$ cat src/hw/rtl/bmel_pkg.sv
package bmel_pkg;

  // Operation codes of an input word.
  localparam logic [2:0] OP_WRITE_NOTE = 3'd0;
  localparam logic [2:0] OP_START      = 3'd1;
  localparam logic [2:0] OP_STOP       = 3'd2;
  localparam logic [2:0] OP_TICK       = 3'd3;
  localparam logic [2:0] OP_TONE       = 3'd4;

  // Configuration register indexes.
  localparam logic REG_CLOCK_HZ    = 1'b0;
  localparam logic REG_TUNE_LENGTH = 1'b1;

  localparam logic [31:0] CLOCK_HZ_RESET = 32'd16000000;

  // Wide enough for any melody length and for table depths below 8192.
  localparam int LEN_W = 13;
  localparam int DIV_STEPS = 32;

  typedef enum logic [2:0] {
    CMD_WRITE,
    CMD_START,
    CMD_STOP,
    CMD_TICK,
    CMD_TONE,
    CMD_NONE
  } cmd_kind_t;

  typedef struct packed {
    cmd_kind_t   kind;
    logic        write_ok;
    logic [7:0]  index;
    logic [15:0] frequency;
    logic [15:0] duration;
    logic [7:0]  loop_target;
  } cmd_t;

  typedef struct packed {
    logic        tone_on;
    logic [15:0] reload_value;
    logic [15:0] compare_value;
    logic        playing;
  } result_t;

  typedef enum logic [2:0] {
    S_IDLE,
    S_EXEC,
    S_FETCH,
    S_SOUND,
    S_DIV,
    S_PUSH
  } back_state_t;

endpackage

$ cat src/hw/rtl/bmel_front.sv
module bmel_front
  import bmel_pkg::*;
#(
  parameter int NOTE_DEPTH = 256
) (
  input  logic [2:0]  operation,
  input  logic [7:0]  note_index,
  input  logic [15:0] note_frequency,
  input  logic [15:0] note_duration,
  input  logic [7:0]  loop_count,
  output cmd_t        cmd
);

  always_comb begin
    cmd.index       = note_index;
    cmd.frequency   = note_frequency;
    cmd.duration    = note_duration;
    // A loop count of zero plays the melody once.
    cmd.loop_target = (loop_count == 8'd0) ? 8'd0 : loop_count - 8'd1;
    cmd.write_ok    = ({5'd0, note_index} < LEN_W'(NOTE_DEPTH));
    unique case (operation)
      OP_WRITE_NOTE: cmd.kind = CMD_WRITE;
      OP_START:      cmd.kind = CMD_START;
      OP_STOP:       cmd.kind = CMD_STOP;
      OP_TICK:       cmd.kind = CMD_TICK;
      OP_TONE:       cmd.kind = CMD_TONE;
      default:       cmd.kind = CMD_NONE;
    endcase
  end

endmodule

$ cat config.mk
export PLATFORM = sky130hd
export DESIGN_NAME = bmel_front
export DESIGN_NICKNAME = d
export VERILOG_FILES = /design/src/hw/rtl/bmel_pkg.sv /design/src/hw/rtl/bmel_front.sv
export SDC_FILE = /design/constraint.sdc
export NUM_CORES = 1
export LEC_CHECK = 0
export BUFFER_PORTS_ARGS = -buffer_cell sky130_fd_sc_hd__buf_2
export CELL_PAD_IN_SITES_DETAIL_PLACEMENT = 0
export CELL_PAD_IN_SITES_GLOBAL_PLACEMENT = 2
export CORE_MARGIN = 2
export CORE_UTILIZATION = 10
export DETAILED_ROUTE_END_ITERATION = 12
export PLACE_DENSITY_LB_ADDON = 0.1
export SLEW_MARGIN = 20
export SYNTH_ARGS = -nofsm -noshare
export SYNTH_HDL_FRONTEND = slang
export SYNTH_SLANG_ARGS = --single-unit
export TNS_END_PERCENT = 5
$ cat constraint.sdc
create_clock -name vclk -period 0.85
set_input_delay 0.0425 -clock vclk [all_inputs]
set_output_delay 0.0425 -clock vclk [all_outputs]
set_load 0.005 [all_outputs]
; ---- Word level (Yosys, flattened, before mapping)
; Index checks and enable logic that the tools add are counted.
[classes]
add_sub_neg = 1
eq_ne = 4
n_mux = 2
n_reduce_logical = 2
[op_table]
columns = op, n
row1 = $pmux 3 s5, 1
row2 = $logic_not 8->1, 1
row3 = $mux 8, 1
row4 = $sub 8x1->8 const B, 1
row5 = $eq 3x2->1 const B, 2
row6 = $eq 3x1->1 const B, 1
row7 = $eq 3x3->1 const B, 1
row8 = $logic_not 3->1, 1
[word_totals]
ff_bits = 0
inputBits = 51
output_inout_bits = 52
word_cells = 9

; ---- Depth between registers and ports, before layout
[logic_depth]
ltp_word = 2
ltp_mapped = 5
depth_no_buf = 5

; ---- Least setup slack after synthesis
; OpenSTA, ideal clock, no wires.
[synth_timing]
kind = input port to output port
start = input loop_count[0]
end = output cmd[4] (netlist name)
arrival_time_ns = 0.873
t_required_ns = 0.808
path_slack_ns = -0.065
stages = 5
n_path_buf = 0
path_cell_list = inv_1 ha_1 nor3b_2 or3b_1 o21ai_0
[synth_rtl]
columns = element, line_no
row1 = start: declaration, bmel_front.sv:10  ; input logic [7:0] loop_count,
row2 = end: declaration, bmel_front.sv:11  ; output cmd_t cmd

==> run metrics <==
Post-DP Area about 500 sq um; Synth area leaders buf_4 57%, nor2_1 6.2%, ha_1 4.6%; register area share after synthesis 0%; CLK BUF 0; CTS Hold Bufs 0; crit start category input port; fin crit share 131%; antenna violations before repair 0; layout cells sized above 1 66.1%; Die H between 70 and 80 um; number of I/O pins ~100; final global-route overflow total 0; Die X slightly below 80 um; post-route ant nets 0; sw frac 44.9%; Internal Pwr Total 0.120 mW; PortBufs 22; Net Count, Synth around 130; largest net degree at the start of global routing 6; Worst Setup Path Type in2out; final hold vios 0; starting density of the core 10.5%; most common cell in the netlist buf_4; worst-path maximum fanout 4; Final HPWL DP 1020 um; status complete, but fails checks; GPL Wtd Cong about 0.60; fin cells 132; RSZ-0062 raised after global routing yes; Combinational Power Share 100.0%; FFs & Latches 0; failing checks setup timing; via count 342; DRT Wirelength roughly 1200 um; DP Cell Count 131; vias in the first global route 356; fin worst setup slack -0.263 ns; Power Dens Cells just under 400 mW/mm^2; post-layout util 10.9%; DRT Pass-1 Iters 2; final slew viol count 0; leakage 0.236 nW; nets 117; Worst Path Arrival 1.07 ns; area grow syn2layout 3.22%; Routed WL per cell 8.77 um; class of the worst hold path in2out; Mapped Area 544 sq um; CP required ~0.81 ns; area share of the largest cell type after synthesis between 50% and 60%; row count 26; Peak VDD IR 0.0000891 V; Commonest cells post-synth 41 x buf_4, 9 x nor2_1, 3 x inv_1; die footprint 0.00605 sq mm; fmax ~0.9 GHz; Final setup viols 8; Storage cell area 0 sq um; Max Cap Violations 0; final setup TNS -1.66 ns; DR vias/cell around 2.6; Net Sw Power 0.0978 mW; Ys Warns 0; Mean Syn Cell Area 7.36 sq um; CP Capture Type output port; post-synth cell types 21; min Tclk post-route between 1 and 1.5 ns; Seq pwr share 0%; Clock Power Share 0%; DRC viols 0; ant diodes 0; first-pass GRT wire length 1810 um; Synth Instances 74; Final Instance Area between 500 and 600 sq um; leading area contributor after synthesis buf_4; Core Region 0.00517 sq mm; Tot GR Track Use approximately 3.6%; initial drt markers 13
==> path summary, 6_finish.rpt <==
| kind | startpoint | end | slack [ns] | cells after the start |
|---|---|---|---|---|
| max | loop_count[0] | cmd[6] | -0.26 | 7 |
| min | note_duration[2] | cmd[10] | 0.09 | 0 |
==> logic make-up after synthesis <==
group,after synthesis,synth area share [%]
buf+inv,45,59.3
simple gates,19,23.7
mux,3,6.21
compound gates,2,2.30
xor+xnor,2,3.22
fa+ha+maj,2,4.60
other cells,1,0.689
==> through the flow <==
step                      power, mW  hold slack (ns)  setup slack, ns
after floorplan               0.229            0.115          0.00197
after detailed placement      0.195           0.0850           -0.355
final                         0.218           0.0850           -0.263
after CTS                     0.218           0.0850           -0.293
after global placement        0.202           0.0850           -0.366
after global routing          0.245           0.0850           -0.361
==> cells in the final DEF (no fill, tap or decap) <==
master	synthesis	routed
nor3_1	1	1
xnor2_1	2	2
nand2_1	1	1
nor2_1	9	8
nor3_4	1	1
or3b_1	1	1
nor4b_4	1	1
buf_2	0	20
mux2_2	2	2
inv_1	3	1
nor3b_4	0	1
conb_1	1	1
nor2b_1	1	1
buf_4	41	8
o21ai_1	0	1
nand3_1	1	1
nor2_2	0	1
ha_4	0	2
inv_8	0	2
nand3b_1	1	1
and2_4	0	1
mux2_1	1	1
a21o_1	1	1
buf_8	0	2
==> worst max-delay path: stages <==
cell and delay [ns]:
buf_8 0.11, inv_8 0.05, ha_4 0.13, nor4b_4 0.28
nor2_1 0.06, mux2_2 0.27, buf_2 0.13
==> cell type report <==
class | count | area, sq um
repair buffers | 30 | 190
well taps | 70 | 87.6
inverters | 3 | 26.3
fillers | 601 | 4610
multi-input cells | 29 | 258
==> power by group through the flow <==
stage	sequential, mW	combinational (mW)	clock (mW)
floorplan	0	0.229	0
global placement	0	0.202	0
detailed placement	0	0.195	0
CTS	0	0.218	0
global route	0	0.245	0
finish	0	0.218	0
==> per-layer routing <==
layer | GRT usage [%] | routed length, um
met1 | 4.24 | 427
met2 | 6.03 | 568
met3 | 0.930 | 144
met4 | 1.61 | 17
met5 | 0 | 0
==> what timing repair did <==
item,4_1_cts,5_1_grt
setup endpoints to repair,8,8
buffers inserted,1,0
hold endpoints to repair,0,0
pin swaps,1,2
gates cloned,0,0
gates resized for setup,8,6
No activity file was read; power rests on OpenSTA's default activity.
