[src/hw/rtl/bmel_pkg.sv]
package bmel_pkg;

  // Operation codes of an input word.
  localparam logic [2:0] OP_WRITE_NOTE = 3'd0;
  localparam logic [2:0] OP_START      = 3'd1;
  localparam logic [2:0] OP_STOP       = 3'd2;
  localparam logic [2:0] OP_TICK       = 3'd3;
  localparam logic [2:0] OP_TONE       = 3'd4;

  // Configuration register indexes.
  localparam logic REG_CLOCK_HZ    = 1'b0;
  localparam logic REG_TUNE_LENGTH = 1'b1;

  localparam logic [31:0] CLOCK_HZ_RESET = 32'd16000000;

  // Wide enough for any melody length and for table depths below 8192.
  localparam int LEN_W = 13;
  localparam int DIV_STEPS = 32;

  typedef enum logic [2:0] {
    CMD_WRITE,
    CMD_START,
    CMD_STOP,
    CMD_TICK,
    CMD_TONE,
    CMD_NONE
  } cmd_kind_t;

  typedef struct packed {
    cmd_kind_t   kind;
    logic        write_ok;
    logic [7:0]  index;
    logic [15:0] frequency;
    logic [15:0] duration;
    logic [7:0]  loop_target;
  } cmd_t;

  typedef struct packed {
    logic        tone_on;
    logic [15:0] reload_value;
    logic [15:0] compare_value;
    logic        playing;
  } result_t;

  typedef enum logic [2:0] {
    S_IDLE,
    S_EXEC,
    S_FETCH,
    S_SOUND,
    S_DIV,
    S_PUSH
  } back_state_t;

endpackage

[src/hw/rtl/bmel_fifo.sv]
module bmel_fifo
  import bmel_pkg::*;
#(
  parameter int W     = 8,
  parameter int DEPTH = 2
) (
  input  logic         clk,
  input  logic         rst,
  input  logic         push,
  input  logic [W-1:0] push_data,
  output logic         full,
  input  logic         pop,
  output logic [W-1:0] pop_data,
  output logic         empty
);

  localparam int AW = (DEPTH > 1) ? $clog2(DEPTH) : 1;
  localparam int CW = $clog2(DEPTH + 1);

  logic [W-1:0]  slots [DEPTH];
  logic [AW-1:0] wr_ptr;
  logic [AW-1:0] rd_ptr;
  logic [CW-1:0] count;
  logic          do_push;
  logic          do_pop;

  assign full     = (count == CW'(DEPTH));
  assign empty    = (count == '0);
  assign do_push  = push && !full;
  assign do_pop   = pop && !empty;
  assign pop_data = slots[rd_ptr];

  always_ff @(posedge clk) begin
    if (do_push) begin
      slots[wr_ptr] <= push_data;
    end
  end

  always_ff @(posedge clk) begin
    if (rst) begin
      wr_ptr <= '0;
      rd_ptr <= '0;
      count  <= '0;
    end else begin
      if (do_push) begin
        wr_ptr <= (wr_ptr == AW'(DEPTH - 1)) ? '0 : wr_ptr + AW'(1);
      end
      if (do_pop) begin
        rd_ptr <= (rd_ptr == AW'(DEPTH - 1)) ? '0 : rd_ptr + AW'(1);
      end
      if (do_push && !do_pop) begin
        count <= count + CW'(1);
      end else if (do_pop && !do_push) begin
        count <= count - CW'(1);
      end
    end
  end

  a_count_range: assert property (@(posedge clk) disable iff (rst)
    count <= CW'(DEPTH))
    else $error("fifo count beyond depth");

  a_count_up: assert property (@(posedge clk) disable iff (rst)
    (do_push && !do_pop) |=> count == $past(count) + CW'(1))
    else $error("fifo count did not grow on a push");

  a_count_down: assert property (@(posedge clk) disable iff (rst)
    (do_pop && !do_push) |=> count == $past(count) - CW'(1))
    else $error("fifo count did not shrink on a pop");

endmodule

[config.mk]
export PLATFORM = sky130hd
export DESIGN_NAME = bmel_fifo
export DESIGN_NICKNAME = d
export VERILOG_FILES = /design/src/hw/rtl/bmel_pkg.sv /design/src/hw/rtl/bmel_fifo.sv
export SDC_FILE = /design/constraint.sdc
export NUM_CORES = 1
export LEC_CHECK = 0
export BUFFER_PORTS_ARGS = -buffer_cell sky130_fd_sc_hd__buf_2
export CAP_MARGIN = 20
export CORE_MARGIN = 3
export CORE_UTILIZATION = 35
export CTS_BUF_LIST = sky130_fd_sc_hd__clkbuf_8 sky130_fd_sc_hd__clkbuf_16
export DETAILED_ROUTE_END_ITERATION = 8
export PLACE_DENSITY = 0.61
export SLEW_MARGIN = 40
export SYNTH_ARGS = -nofsm -noshare
export SYNTH_HDL_FRONTEND = slang
export SYNTH_SLANG_ARGS = --single-unit
[constraint.sdc]
create_clock -name clk -period 4.2 [get_ports clk]
set_input_delay 0 -clock clk [delete_from_list [all_inputs] [get_ports clk]]
set_output_delay 0 -clock clk [all_outputs]
set_load 0.01 [all_outputs]
* Yosys cells after proc, flatten, opt, wreduce, memory -nomap -nowiden *
Memory sizes are Yosys's and may differ from the RTL's. A register that Yosys moved wholly into a read port is not among the register bits.
Index checks and enable logic that the tools add are counted.

word-level totals
  bits in writable memories = 16
  bits in read-only memories = 0
  memories = 1
  latch bits = 0
  logic and storage cells = 27
  output and inout bits = 10
  bits of input ports = 12
  bits in registers = 4

memory list
  name   words  width  rd ports  clocked after memory_dff  wr ports  RTL line         RTL
  slots  2      8      1         1                         1         bmel_fifo.sv:20  logic [W-1:0] slots [DEPTH];

operators by class
  $lt $le $gt $ge = 0
  reductions and logical operators = 10
  mux-type cells = 8
  multiply operators = 0
  add/sub/neg operators = 4
  shift-type cells = 0
  bitwise logic cells = 0
  equal/unequal tests = 1
  div/mod/pow operators = 0

operators by type and width
  operator                                                            count
  1-bit 2-to-1 mux                                                    6
  1-bit logical AND                                                   4
  1-bit logical NOT                                                   4
  2-bit 2-to-1 mux                                                    2
  1-bit adder, second input constant                                  2
  2-bit by 1-bit adder with 2-bit output, second input constant       1
  2-bit equality test, second input constant                          1
  2-bit logical NOT                                                   1
  2-bit nonzero test                                                  1
  2-bit by 1-bit subtractor with 2-bit output, second input constant  1

* Logic depth before layout (Yosys ltp) *
  depth in word-level cells = 7
  gate-level depth with buffers = 6
  mapped depth without buffers = 6

* Worst setup path after synthesis *
Ideal clock, no wire load.

  kind = flip-flop to flip-flop
  start point = reg count[1]
  end point = reg count[1]
  data arrival time = 1422 ps
  clock period less this slack = 1492 ps
  buffers on the path = 0
  library setup time = 70 ps
  data required time = 4130 ps
  path slack = 2708 ps
  cell stages (with the launch flop) = 6
  cells stage by stage = dfxtp_1 > nor2b_2 > nor2_1 > ha_1 > or3_1 > a21oi_1

between the ends
  longest elaborated chain between the ends = 6
  elaborated cells on any way between the ends = 15
  those cells by class = add/sub (2); eq/ne (1); mux (2); reduce/logical (10)

ends and longest elaborated chain
  what                                 RTL line         RTL
  start, declared                      bmel_fifo.sv:23  logic [CW-1:0] count;
  start signal, assigned               bmel_fifo.sv:52  count <= count + CW'(1);
  start signal, assigned               bmel_fifo.sv:54  count <= count - CW'(1);
  2-bit equality test (*)              bmel_fifo.sv:27  assign full = (count == CW'(DEPTH));
  net full                             bmel_fifo.sv:11  output logic full,
  1-bit logical NOT (*)                bmel_fifo.sv:29  assign do_push = push && !full;
  1-bit logical AND (*)                bmel_fifo.sv:29
  1-bit logical NOT                    bmel_fifo.sv:53  end else if (do_pop && !do_push) begin
  1-bit logical AND                    bmel_fifo.sv:53
  2-bit nonzero test (no source line)  --

The timed path passes the listed nets; every way through them passes the cells marked *. The select of a mux whose other input is x is not followed.
A chain may end at the register's enable or synchronous reset.

* Worst setup path after layout *
  start point = reg count[0]
  end point = reg count[1]

between the ends
  longest elaborated chain between the ends = 6
  elaborated cells on any way between the ends = 15
  those cells by class = add/sub (2); eq/ne (1); mux (2); reduce/logical (10)

ends and longest elaborated chain
  what                                                                            RTL line
  2-bit equality test / 2-bit logical NOT (equally long branches)                 bmel_fifo.sv:27, bmel_fifo.sv:28
  1-bit logical NOT, on equally long branches                                     bmel_fifo.sv:29, bmel_fifo.sv:30
  1-bit logical AND, on equally long branches                                     bmel_fifo.sv:29, bmel_fifo.sv:30
  1-bit logical NOT, on equally long branches                                     bmel_fifo.sv:53, bmel_fifo.sv:51
  1-bit logical AND, on equally long branches                                     bmel_fifo.sv:53, bmel_fifo.sv:51
  2-bit nonzero test (no source line) / 2-bit 2-to-1 mux (equally long branches)  --

Parallel ways exist; a longest one is shown, timed or not. The select of a mux whose other input is x is not followed.

==> out/summary.md <==
## Clock network
- 0 — # Post-CTS Setup Buffers
- 260 ps — worst-skew pair later-pin latency
- 21 — sinks on the clock net
- sky130_fd_sc_hd__clkbuf_8 — library cell used as clock root buffer
- 70 ps — Clock Pin Slew Worst Setup and Hold Paths
- 1 — H-tree Lvls
- 0 — Post-CTS Resized
- 9 — Hold-fix buffers, CTS
- 3 — cts bufs inserted
- built — CTS tree
- 2 — maximum clock path buffer count

## Die
- 2060 um^2 — area of the core
- 22 — IO Count
- 16 — number of rows in the core area
- 38.5% — initial cell density of the core
- 53.6 um — die outline height
- 53.6 um — horizontal die dimension
- 2870 um^2 — Die Footprint

## Critical path
- reg -> reg — classification of the worst setup path
- register — CP Capture Type
- register — CP Launch Type
- 4400 ps — Req. time, crit path
- 5 — Crit Path Max Fanout
- 1740 ps — CP arrival
- 2660 ps — worst reg2reg setup slack

## GRT
- 0 — total global routing overflow
- 1960 um — global-route wire length before repair
- 13 — pin count of the biggest net entering global routing
- 474 — via count of the first global-routing pass
- 10.1% — total global-route track usage
- 0 — number of antenna violations at the first check in global routing

## Timing
- 118 ps — Hold WS
- 0 — count of pins over their slew limit
- 36.7% — part of the cycle the worst path needs
- 389 ps — worst-margin pin slew
- 0.649 GHz — f_max
- 0 — final count of hold timing violations
- 0 — setup violation total in the final timing report
- 1540 ps — post-layout min period
- no — RSZ-0062 raised after global routing
- 2.36 ps — Post-Route Skew
- 0 ps — Fin Setup TNS
- 74.1% — remaining max-slew budget at the tightest pin

## Synthesis
- 15.9 um^2 — mean post-synth cell area
- 21 — number of synthesized register bits
- 793 um^2 — post-synthesis cell area
- 73.2% — share of synthesized area occupied by flip-flops and latches
- 13 — number of unique standard cell types used by synthesis
- 63 — Syn Nets
- 0 — number of synthesis warnings
- 50 — Synth Instances

## Routing
- 4 — number of search-and-repair iterations in the first detailed-routing pass
- 485 — via count
- 0 — antenna violation net count after detailed routing
- 4.41 — routed via count divided by cell count
- 0 — DRC
- 11.3 um — average detailed-routed wire length per instance
- 5 — initial drt markers
- 1250 um — detailed-route wire length

## Finish
- 0 — antenna diode count
- 41.0% — share of final-layout standard cells stronger than drive strength 1
- sky130_fd_sc_hd__buf_2 — most common cell after layout, fill and taps aside
- 21 x sky130_fd_sc_hd__buf_2, 16 x sky130_fd_sc_hd__edfxtp_1, 9 x sky130_fd_sc_hd__dlygate4sd3_1 — most frequent cells in the layout
- 97 — number of nets in the layout
- 34.1% — area added between synthesis and finish

## Power
- 288 uV — largest vdd supply drop
- 554 nW/um^2 — total power divided by cell area
- 0.589 mW — Final Power
- 0.426 nW — Leak Pwr

## Placed design
- 0.651 — weighted congestion at the end of routability-driven global placement
- 885 um — DP Wirelength
- 21 — PortBufs

## Job
- 0 — count of max-cap constraint violations

## Worst hold path
- in -> reg — worst min-delay path category

## Status
- finished, final reports clean — result of the run

layer usage:
metal / wire length (um) / part of all wire, % / vias up / GRT usage (%)
met5: 0 / 0 / - / 0
li1: - / - / 246 / -
met1: 611 / 49 / 213 / 10.5
met3: 82 / 6.6 / 6 / 4.43
met2: 531 / 43 / 20 / 16.7
met4: 23 / 1.8 / 0 / 6.38
stage by stage:
stage | cell area (um^2) | util (%) | instances | worst slack (ps)
finish | 1060 | 51.6 | 110 | 2660
global route | 1060 | 51.6 | 110 | 2500
CTS | 1060 | 51.6 | 110 | 2640
detailed placement | 927 | 45.0 | 97 | 2670
global placement | 927 | 45.0 | 97 | 2710
floorplan | 793 | - | 50 | 2710
power by group:
| part | leakage [nW] | switching [mW] | total (mW) | internal, mW |
|---|---|---|---|---|
| Clock | 0.0255 | 0.0633 | 0.129 | 0.0660 |
| Combinational | 0.210 | 0.0801 | 0.167 | 0.0866 |
| Sequential | 0.191 | 0.0278 | 0.293 | 0.265 |
| Total | 0.426 | 0.171 | 0.589 | 0.418 |
worst paths after layout:
check	start	to	depth (start not counted)
max	count[0]	count[1]	4
min	push	wr_ptr	4
max reg2reg	count[0]	count[1]	4
min reg2reg	wr_ptr	wr_ptr	2
critical path, stage by stage, from the launching register on:
cell                      delay, ps
sky130_fd_sc_hd__dfxtp_1        360
sky130_fd_sc_hd__o21ai_0        290
sky130_fd_sc_hd__ha_1           310
sky130_fd_sc_hd__or3_1          370
sky130_fd_sc_hd__a21oi_1        140
sequential cells by signal, indices dropped and copies added, names as in the netlist, named ones only:
| name | flops |
|---|---|
| slots | 16 |
| wr_ptr | 1 |
| count | 2 |
| rd_ptr | 1 |
cell families after synthesis:
group,Yosys count,synth area share [%]
buffers and inverters,3,1.58
xor gates and xnor gates,3,3.31
DFF,21,73.2
adders and majority gates,1,1.58
AOI/OAI and AO/OA,5,3.15
muxes,8,11.4
and+or+nand+nor,9,5.84
synth_stat cells:
master,instances,area (um^2)
sky130_fd_sc_hd__a21oi_1,2,10.0
sky130_fd_sc_hd__and2_1,1,6.26
sky130_fd_sc_hd__buf_2,1,5.00
sky130_fd_sc_hd__dfxtp_1,5,100
sky130_fd_sc_hd__edfxtp_1,16,480
sky130_fd_sc_hd__ha_1,1,12.5
sky130_fd_sc_hd__inv_1,2,7.51
sky130_fd_sc_hd__mux2_2,8,90.1
sky130_fd_sc_hd__nor2_1,5,18.8
sky130_fd_sc_hd__nor2b_2,1,8.76
sky130_fd_sc_hd__o21ai_0,3,15.0
sky130_fd_sc_hd__or3_1,2,12.5
sky130_fd_sc_hd__xor2_1,3,26.3
area by class of cell:
type	count	area [um^2]
well taps	27	33.8
inverters	2	7.51
fillers	181	998
clock buffers	3	41.3
repair buffers	30	195
flip-flops and latches	21	581
multi-input cells	26	200
clock inverters	1	5.00
(Power assumes the default switching activity.)
